### src/design/assert_macros.svh
// assert_macros.svh: assertion macros shared by the dhzt design files.
// Macros use the local clk_i and rst_ni; they compile away under SYNTHESIS.
`ifndef ASSERT_MACROS_SVH
`define ASSERT_MACROS_SVH
`ifndef SYNTHESIS
`define DHZT_ASSERT(lbl, prop) \
  lbl: assert property (@(posedge clk_i) disable iff (!rst_ni) (prop)) \
    else $error("%m: assertion failed");
`define DHZT_ASSERT_NEXT(lbl, pre, post) \
  lbl: assert property (@(posedge clk_i) disable iff (!rst_ni) (pre) |=> (post)) \
    else $error("%m: assertion failed");
`else
`define DHZT_ASSERT(lbl, prop)
`define DHZT_ASSERT_NEXT(lbl, pre, post)
`endif
`endif

### src/design/dhzt_pkg.sv
// dhzt_pkg: sizes, codes, command/status structs and the modulo fold step
// for the zoned double-hashing table. No dependencies.
package dhzt_pkg;

  localparam int unsigned TableSize = 1021;
  localparam int unsigned Zones     = 4;
  localparam int unsigned AllSlots  = TableSize * Zones;

  localparam int unsigned KeyW      = 31;
  localparam int unsigned ZoneW     = 2;
  localparam int unsigned SlotW     = $clog2(TableSize);
  localparam int unsigned AddrW     = $clog2(AllSlots);
  localparam int unsigned OutcomeW  = 2;

  // 2^FoldShift is congruent to a small constant modulo T and T-1
  localparam int unsigned FoldShift = SlotW;
  localparam int unsigned FoldSteps = 4;
  localparam int unsigned FoldCntW  = $clog2(FoldSteps);
  localparam logic [KeyW-1:0] FoldMulA = KeyW'((1 << FoldShift) - TableSize);
  localparam logic [KeyW-1:0] FoldMulB = KeyW'((1 << FoldShift) - (TableSize - 1));
  localparam logic [KeyW-1:0] FoldMask = KeyW'((1 << FoldShift) - 1);

  localparam logic OpInsert = 1'b0;
  localparam logic OpProbe  = 1'b1;

  localparam logic [OutcomeW-1:0] OutInserted = 2'd0;
  localparam logic [OutcomeW-1:0] OutFound    = 2'd1;
  localparam logic [OutcomeW-1:0] OutNotFound = 2'd2;
  localparam logic [OutcomeW-1:0] OutFull     = 2'd3;

  typedef struct packed {
    logic                clr_wr;    // clearing pass write
    logic                load;      // capture accepted item
    logic                fold;      // one modulo fold step
    logic                fix;       // final correction, set first slot and stride
    logic                rd;        // read table word at current slot
    logic                advance;   // step to next slot in probe sequence
    logic                ins_wr;    // store key at current slot
    logic                out_load;  // load output register
    logic [OutcomeW-1:0] outcome;
  } dp_cmd_t;

  typedef struct packed {
    logic clr_last;
    logic occ;
    logic match;
    logic last_probe;
    logic is_probe;
  } dp_status_t;

  // x mod m step with 2^FoldShift == c (mod m): result keeps the residue
  function automatic logic [KeyW-1:0] fold_step(input logic [KeyW-1:0] x,
                                                input logic [KeyW-1:0] c);
    logic [KeyW-1:0] hi;
    logic [KeyW-1:0] lo;
    hi = x >> FoldShift;
    lo = x & FoldMask;
    return KeyW'(hi * c) + lo;
  endfunction

endpackage

### src/design/dhzt_ctrl.sv
// dhzt_ctrl: sequencer for clearing pass, hashing, probe loop and result
// handoff. Depends on dhzt_pkg and assert_macros.svh.
`include "assert_macros.svh"

module dhzt_ctrl (
  input  logic                  clk_i,
  input  logic                  rst_ni,
  input  logic                  in_valid_i,
  output logic                  in_ready_o,
  output logic                  out_valid_o,
  input  logic                  out_ready_i,
  input  dhzt_pkg::dp_status_t  status_i,
  output dhzt_pkg::dp_cmd_t     cmd_o
);
  import dhzt_pkg::*;

  localparam logic [2:0] StClear = 3'd0;
  localparam logic [2:0] StIdle  = 3'd1;
  localparam logic [2:0] StFold  = 3'd2;
  localparam logic [2:0] StFix   = 3'd3;
  localparam logic [2:0] StRead  = 3'd4;
  localparam logic [2:0] StCheck = 3'd5;
  localparam logic [2:0] StDone  = 3'd6;

  logic [2:0]          state_q, state_d;
  logic [FoldCntW-1:0] fold_cnt_q, fold_cnt_d;
  logic [OutcomeW-1:0] res_q, res_d;
  logic                out_valid_q, out_valid_d;

  always_comb begin
    state_d    = state_q;
    fold_cnt_d = fold_cnt_q;
    res_d      = res_q;
    cmd_o      = '0;
    in_ready_o = 1'b0;
    unique case (state_q)
      StClear: begin
        cmd_o.clr_wr = 1'b1;
        if (status_i.clr_last) begin
          state_d = StIdle;
        end
      end
      StIdle: begin
        in_ready_o = 1'b1;
        if (in_valid_i) begin
          cmd_o.load = 1'b1;
          fold_cnt_d = '0;
          state_d    = StFold;
        end
      end
      StFold: begin
        cmd_o.fold = 1'b1;
        fold_cnt_d = fold_cnt_q + FoldCntW'(1);
        if (fold_cnt_q == FoldCntW'(FoldSteps - 1)) begin
          state_d = StFix;
        end
      end
      StFix: begin
        cmd_o.fix = 1'b1;
        state_d   = StRead;
      end
      StRead: begin
        cmd_o.rd = 1'b1;
        state_d  = StCheck;
      end
      StCheck: begin
        if (!status_i.occ) begin
          // empty slot ends both operations
          if (status_i.is_probe) begin
            res_d = OutNotFound;
          end else begin
            res_d        = OutInserted;
            cmd_o.ins_wr = 1'b1;
          end
          state_d = StDone;
        end else if (status_i.is_probe && status_i.match) begin
          res_d   = OutFound;
          state_d = StDone;
        end else if (status_i.last_probe) begin
          res_d   = status_i.is_probe ? OutNotFound : OutFull;
          state_d = StDone;
        end else begin
          cmd_o.advance = 1'b1;
          state_d       = StRead;
        end
      end
      StDone: begin
        cmd_o.outcome = res_q;
        if (!out_valid_q || out_ready_i) begin
          cmd_o.out_load = 1'b1;
          state_d        = StIdle;
        end
      end
      default: begin
        state_d = StIdle;
      end
    endcase
  end

  assign out_valid_d = cmd_o.out_load | (out_valid_q & ~out_ready_i);
  assign out_valid_o = out_valid_q;

  always_ff @(posedge clk_i or negedge rst_ni) begin
    if (!rst_ni) begin
      state_q     <= StClear;
      fold_cnt_q  <= '0;
      out_valid_q <= 1'b0;
    end else begin
      state_q     <= state_d;
      fold_cnt_q  <= fold_cnt_d;
      out_valid_q <= out_valid_d;
    end
  end

  always_ff @(posedge clk_i) begin
    res_q <= res_d;
  end

  `DHZT_ASSERT(a_insert_only_empty, !cmd_o.ins_wr || (!status_i.occ && !status_i.is_probe))
  `DHZT_ASSERT(a_out_load_free, !cmd_o.out_load || !out_valid_q || out_ready_i)
  `DHZT_ASSERT(a_no_step_past_end, !cmd_o.advance || !status_i.last_probe)
  `DHZT_ASSERT_NEXT(a_out_after_load, cmd_o.out_load, out_valid_q)

endmodule

### config.mk
export PLATFORM = sky130hd
export DESIGN_NAME = dhzt_ctrl
export DESIGN_NICKNAME = d
export VERILOG_FILES = /design/src/design/dhzt_pkg.sv /design/src/design/dhzt_ctrl.sv
export VERILOG_INCLUDE_DIRS = /design/src /design/src/design
export SDC_FILE = /design/constraint.sdc
export NUM_CORES = 1
export LEC_CHECK = 0
export ABC_CLOCK_PERIOD_IN_PS = 1700
export BUFFER_PORTS_ARGS = -buffer_cell sky130_fd_sc_hd__buf_2
export CORE_MARGIN = 8
export CORE_UTILIZATION = 26
export CTS_CLUSTER_SIZE = 40
export DETAILED_ROUTE_END_ITERATION = 16
export REMOVE_ABC_BUFFERS = 1
export SLEW_MARGIN = 20
export SYNTH_ARGS = -nofsm -noshare
export SYNTH_HDL_FRONTEND = slang
export SYNTH_SLANG_ARGS = --single-unit
### constraint.sdc
create_clock -name clk_i -period 1.7 [get_ports clk_i]
set_input_delay 0.085 -clock clk_i [delete_from_list [all_inputs] [get_ports clk_i]]
set_output_delay 0.085 -clock clk_i [all_outputs]
set_load 0.01 [all_outputs]
-- After elaboration in Yosys (flattened, before gate mapping)
Index checks and enable logic that the tools add are counted.
- add/sub/neg operators: 1
- equality and inequality tests: 12
- multiplexer cells: 30
- bitwise gates (word level): 3
- reduce and logical (&&, ||, !) cells: 8
- operators by type and width (operator ; count):
    $mux W3 ; 7
    $pmux W3 S7 ; 1
    $mux W1 ; 14
    $mux W2 ; 7
    $eq A3 B3 Y1 const B ; 3
    $ne A2 B2 Y1 const B ; 4
    $eq A3 B2 Y1 const B ; 2
    $pmux W2 S2 ; 1
    $reduce_and A2 Y1 ; 2
    $reduce_and A4 Y1 ; 1
    $eq A3 B1 Y1 const B ; 1
    $logic_not A3 Y1 ; 1
    $ne A3 B2 Y1 const B ; 1
    $add A2 B1 Y2 const B ; 1
    $eq A2 B2 Y1 const B ; 1
    $reduce_bool A2 Y1 ; 1
    $and A1 B1 Y1 ; 1
    $logic_and A1 B1 Y1 ; 1
    $logic_not A1 Y1 ; 1
    $logic_or A1 B1 Y1 ; 1
    $not A1 Y1 ; 1
    $or A1 B1 Y1 ; 1
- register bits after elaboration: 8
- input bits: 9
- output and inout port bits: 12
- logic and storage cells: 58

-- Logic depth before layout (Yosys ltp)
- depth in word-level cells: 5
- depth in mapped cells: 4
- gate-level depth less buffers: 3

-- Worst setup path before layout
OpenSTA, ideal clock, no wires.
- path kind: reg2out
- start: reg state_q[1]
- end: out cmd_o[4] (netlist bit)
- data arrival time: 1.146 ns
- required time: 1.615 ns
- setup slack: 0.469 ns
- cell stages (with the launch flop): 4
- path buffers: 1
- path through: dfrtp_1 > buf_2 > nand3b_1 > nor4bb_1
- RTL lines (what ; line ; RTL):
    start, declared ; dhzt_ctrl.sv:25 ; logic [2:0] state_q, state_d;
    start signal, assigned ; dhzt_ctrl.sv:105 ; state_q <= StClear;
    start signal, assigned ; dhzt_ctrl.sv:109 ; state_q <= state_d;
    end, declared ; dhzt_ctrl.sv:13 ; output dhzt_pkg::dp_cmd_t cmd_o

==> results by group <==
Clock tree
  • Max clock buf depth: 2
  • CTS sink count: 8
  • Total CTS buffers: 3
  • CTS tree: built
  • Clock Pin Slew Worst Setup and Hold Paths: 0.06 ns
  • Clock root buffer: clkbuf_4
  • Setup repair bufs after CTS: 0
  • Clock Latency Late Sink: 0.26 ns
  • Htree depth: 1

Critical path
  • Req. time, crit path: 1.62 ns
  • Worst setup EP type: output port
  • CP Class: register to output port
  • Worst-path fanout max: 12
  • CP Launch Type: register
  • Arr. time, crit path: between 1 and 1.5 ns

GRT
  • Largest net degree at the start of global routing: 13
  • Grt total ovfl: 0
  • Antenna violations before repair: 0
  • First-pass GRT wire length: 2010 um
  • Number of global-route vias before repair: slightly below 500
  • GR Util All Layers: 0.0732

Power
  • Worst vdd ir: between 0.4 and 0.5 mV
  • Switching share of power: 0.389
  • P per Cell Area: 1500 nW/um^2
  • Clock Power Share: 0.159
  • Pint: 619 uW
  • LEAKAGE: 0.349 nW
  • Net Sw Power: 394 uW
  • Comb pwr share: 0.466
  • PnR Total Power: between 1 and 1.5 mW
  • Sequential cell fraction of total power: 0.376

Synthesis
  • Synth top area share: 0.290
  • Area leader, netlist: dfrtp_1
  • Synth warn: 0
  • Area contributors post-synth: dfrtp_1, edfxtp_1, and3_1
  • #FFs+latches synth: 8
  • Post-Synthesis Cell Area: a little over 500 um^2
  • Mapped Cells: 50
  • Syn Area/Cell: 10.4 um^2
  • Synth cell types: 32
  • Sequential area share after synthesis: 0.406

Flow run
  • Max Cap Violations: 0

Timing
  • Max-slew violation count: 0
  • TNS Setup: 0 ns
  • Final Cycle Share: 0.921
  • Fin. Hold Viols: 0
  • Final setup vio count: 0
  • Min Tclk post-route: 1.57 ns
  • Final Skew: roughly 0.013 ns
  • Tightest Pin Transition: around 0.31 ns
  • Fmax: roughly 0.64 GHz
  • RSZ-0062 raised after global routing: no
  • Max transition margin: 0.792

Route
  • Drt wl/cell: roughly 12 um
  • DRC Markers: 0
  • Vias per cell: 4.58
  • Post-route ant nets: 0
  • TritonRoute pass-1 iters: 2
  • 1st-iter DRT viols: 6
  • Routed wire length: between 1000 and 1500 um
  • DR vias: around 460

Final layout
  • # fillers: 210
  • Layout area overhead: 30.2%
  • Final nets: 84
  • Multi-input gate area: 279 um^2
  • Ratio of cells with drive above 1 in the final layout: 0.411
  • FF+latch area: about 210 um^2
  • ANT cells: 0
  • Post-route insts no fill: 100

Floorplan
  • Initial core utilization: 0.270
  • Top Ports: 21
  • Core Box Area: 1920 um^2
  • Row cnt: 16
  • Die Width: 60.6 um
  • Full die area: 3680 um^2
  • Die Y: just over 60 um

Placed design
  • Placed Cells: 95
  • Placer Congestion: 0.709
  • Hpwl dp: around 970 um
  • Port Buffers: 20

Status
  • Status: finished, final reports clean

Min path
  • Worst hold path type: primary input to async pin
-- cell usage after synthesis --
| cell | number |
|---|---|
| and2_1 | 1 |
| buf_6 | 1 |
| edfxtp_1 | 2 |
| nor4b_2 | 1 |
| nor3b_2 | 1 |
| nor4bb_1 | 1 |
| and4bb_1 | 1 |
| a22o_1 | 2 |
| buf_2 | 2 |
| nand2_1 | 4 |
| a21o_1 | 1 |
| a31oi_1 | 1 |
| ha_1 | 1 |
| nor3b_1 | 1 |
| and4bb_4 | 1 |
| and2b_1 | 1 |
| mux2_4 | 1 |
| o21ai_1 | 1 |
| a21boi_0 | 1 |
| nor3_1 | 2 |
| dfrtp_1 | 6 |
| nor4_1 | 1 |
| mux2_2 | 1 |
| nor2_1 | 1 |
| and3_1 | 3 |
| nor2b_1 | 3 |
| nand3b_1 | 1 |
| inv_1 | 2 |
| o21ai_0 | 2 |
| nand4_1 | 1 |
| nand2b_1 | 1 |
| nor2_2 | 1 |
-- power by group through the flow --
stage	combinational (mW)	clock (mW)	sequential, mW
after floorplan	0.318	0	0.367
after global placement	0.469	0	0.378
after detailed placement	0.477	0	0.384
after CTS	0.480	0.165	0.381
after global routing	0.531	0.175	0.396
final	0.472	0.161	0.381
-- worst paths after layout --
path / to / slack (ns) / depth (start not counted) / startpoint
setup / recovery: cmd_o[4] / 0.13 / 3 / state_q[1]
hold / removal: state_q[1] / 0.17 / 2 / rst_ni
setup reg to reg: fold_cnt_q[0] / 0.34 / 3 / state_q[1]
hold reg to reg: fold_cnt_q[1] / 0.52 / 1 / fold_cnt_q[1]
max in group asynchronous: state_q[2] / 1.38 / 2 / rst_ni
min in group clk_i: out_valid_o / 0.17 / 3 / out_ready_i
-- cell usage in the layout (no fill, tap or decap) --
master | synthesis | layout
buf_4 | 0 | 1
nor4_1 | 1 | 1
clkbuf_1 | 0 | 1
nor3b_1 | 1 | 1
nand3b_1 | 1 | 1
nor2_1 | 1 | 1
and2_1 | 1 | 1
nor2_2 | 1 | 1
nand2_1 | 4 | 4
a22o_1 | 2 | 2
nor3b_2 | 1 | 1
inv_1 | 2 | 2
nand4_1 | 1 | 1
dfrtp_1 | 6 | 6
dlygate4sd3_1 | 0 | 1
and2b_1 | 1 | 1
and4bb_4 | 1 | 1
and3_1 | 3 | 3
a31oi_1 | 1 | 1
o21ai_0 | 2 | 2
a21boi_0 | 1 | 1
nor3_1 | 2 | 2
ha_1 | 1 | 1
mux2_4 | 1 | 1
mux2_2 | 1 | 1
nor2b_1 | 3 | 3
a21o_1 | 1 | 1
clkbuf_4 | 0 | 3
o21ai_1 | 1 | 1
buf_2 | 2 | 20
nor4bb_1 | 1 | 1
nand2b_1 | 1 | 1
edfxtp_1 | 2 | 2
and4bb_1 | 1 | 1
nor4b_2 | 1 | 1
-- critical path, stage by stage, from the launching register on --
cell	delay (ns)
dfrtp_1	0.49
nand3b_1	0.25
nor4bb_1	0.29
buf_2	0.18
-- layout make-up --
cell class | instances | area share
clock buffers | 4 | 0.0390
inverters | 2 | 0.0111
multi-input cells | 37 | 0.414
flip-flops and latches | 8 | 0.312
well taps | 27 | 0.0501
repair buffers | 22 | 0.174
-- cell families after synthesis --
logic type	count (synthesis)	share of synthesized area
flops	8	0.406
compound gates	8	0.104
simple gates	26	0.360
fa+ha+maj	1	0.0242
mux	2	0.0507
buf+inv	5	0.0556
-- routing by layer --
layer,vias up,share of wire,global-route usage
li1,230,-,-
met1,212,0.45,0.0779
met2,14,0.47,0.113
met3,2,0.064,0.0275
met4,0,0.016,0.0598
met5,-,0,0
-- metrics by stage --
stage	hold WS, ns	area [um^2]	utilization	setup slack [ns]
after global routing	0.187	674	0.351	0.0465
final	0.171	674	0.351	0.134
after floorplan	-0.211	497	-	0.384
after detailed placement	-0.0854	638	0.332	0.384
after global placement	-0.0852	638	0.332	0.425
after CTS	0.171	674	0.351	0.146
-- sequential cells by signal, summed over array words and instances (netlist names) --
name         cells
res_q            2
state_q          3
out_valid_o      1
fold_cnt_q       2
-- repair_timing --
item                                    4_1_cts  5_1_grt
endpoints found under the hold margin         6        0
hold buffers                                  1        0
gates resized for setup                       0        0
endpoints found under the setup margin        0        0
(Power assumes the default switching activity.)
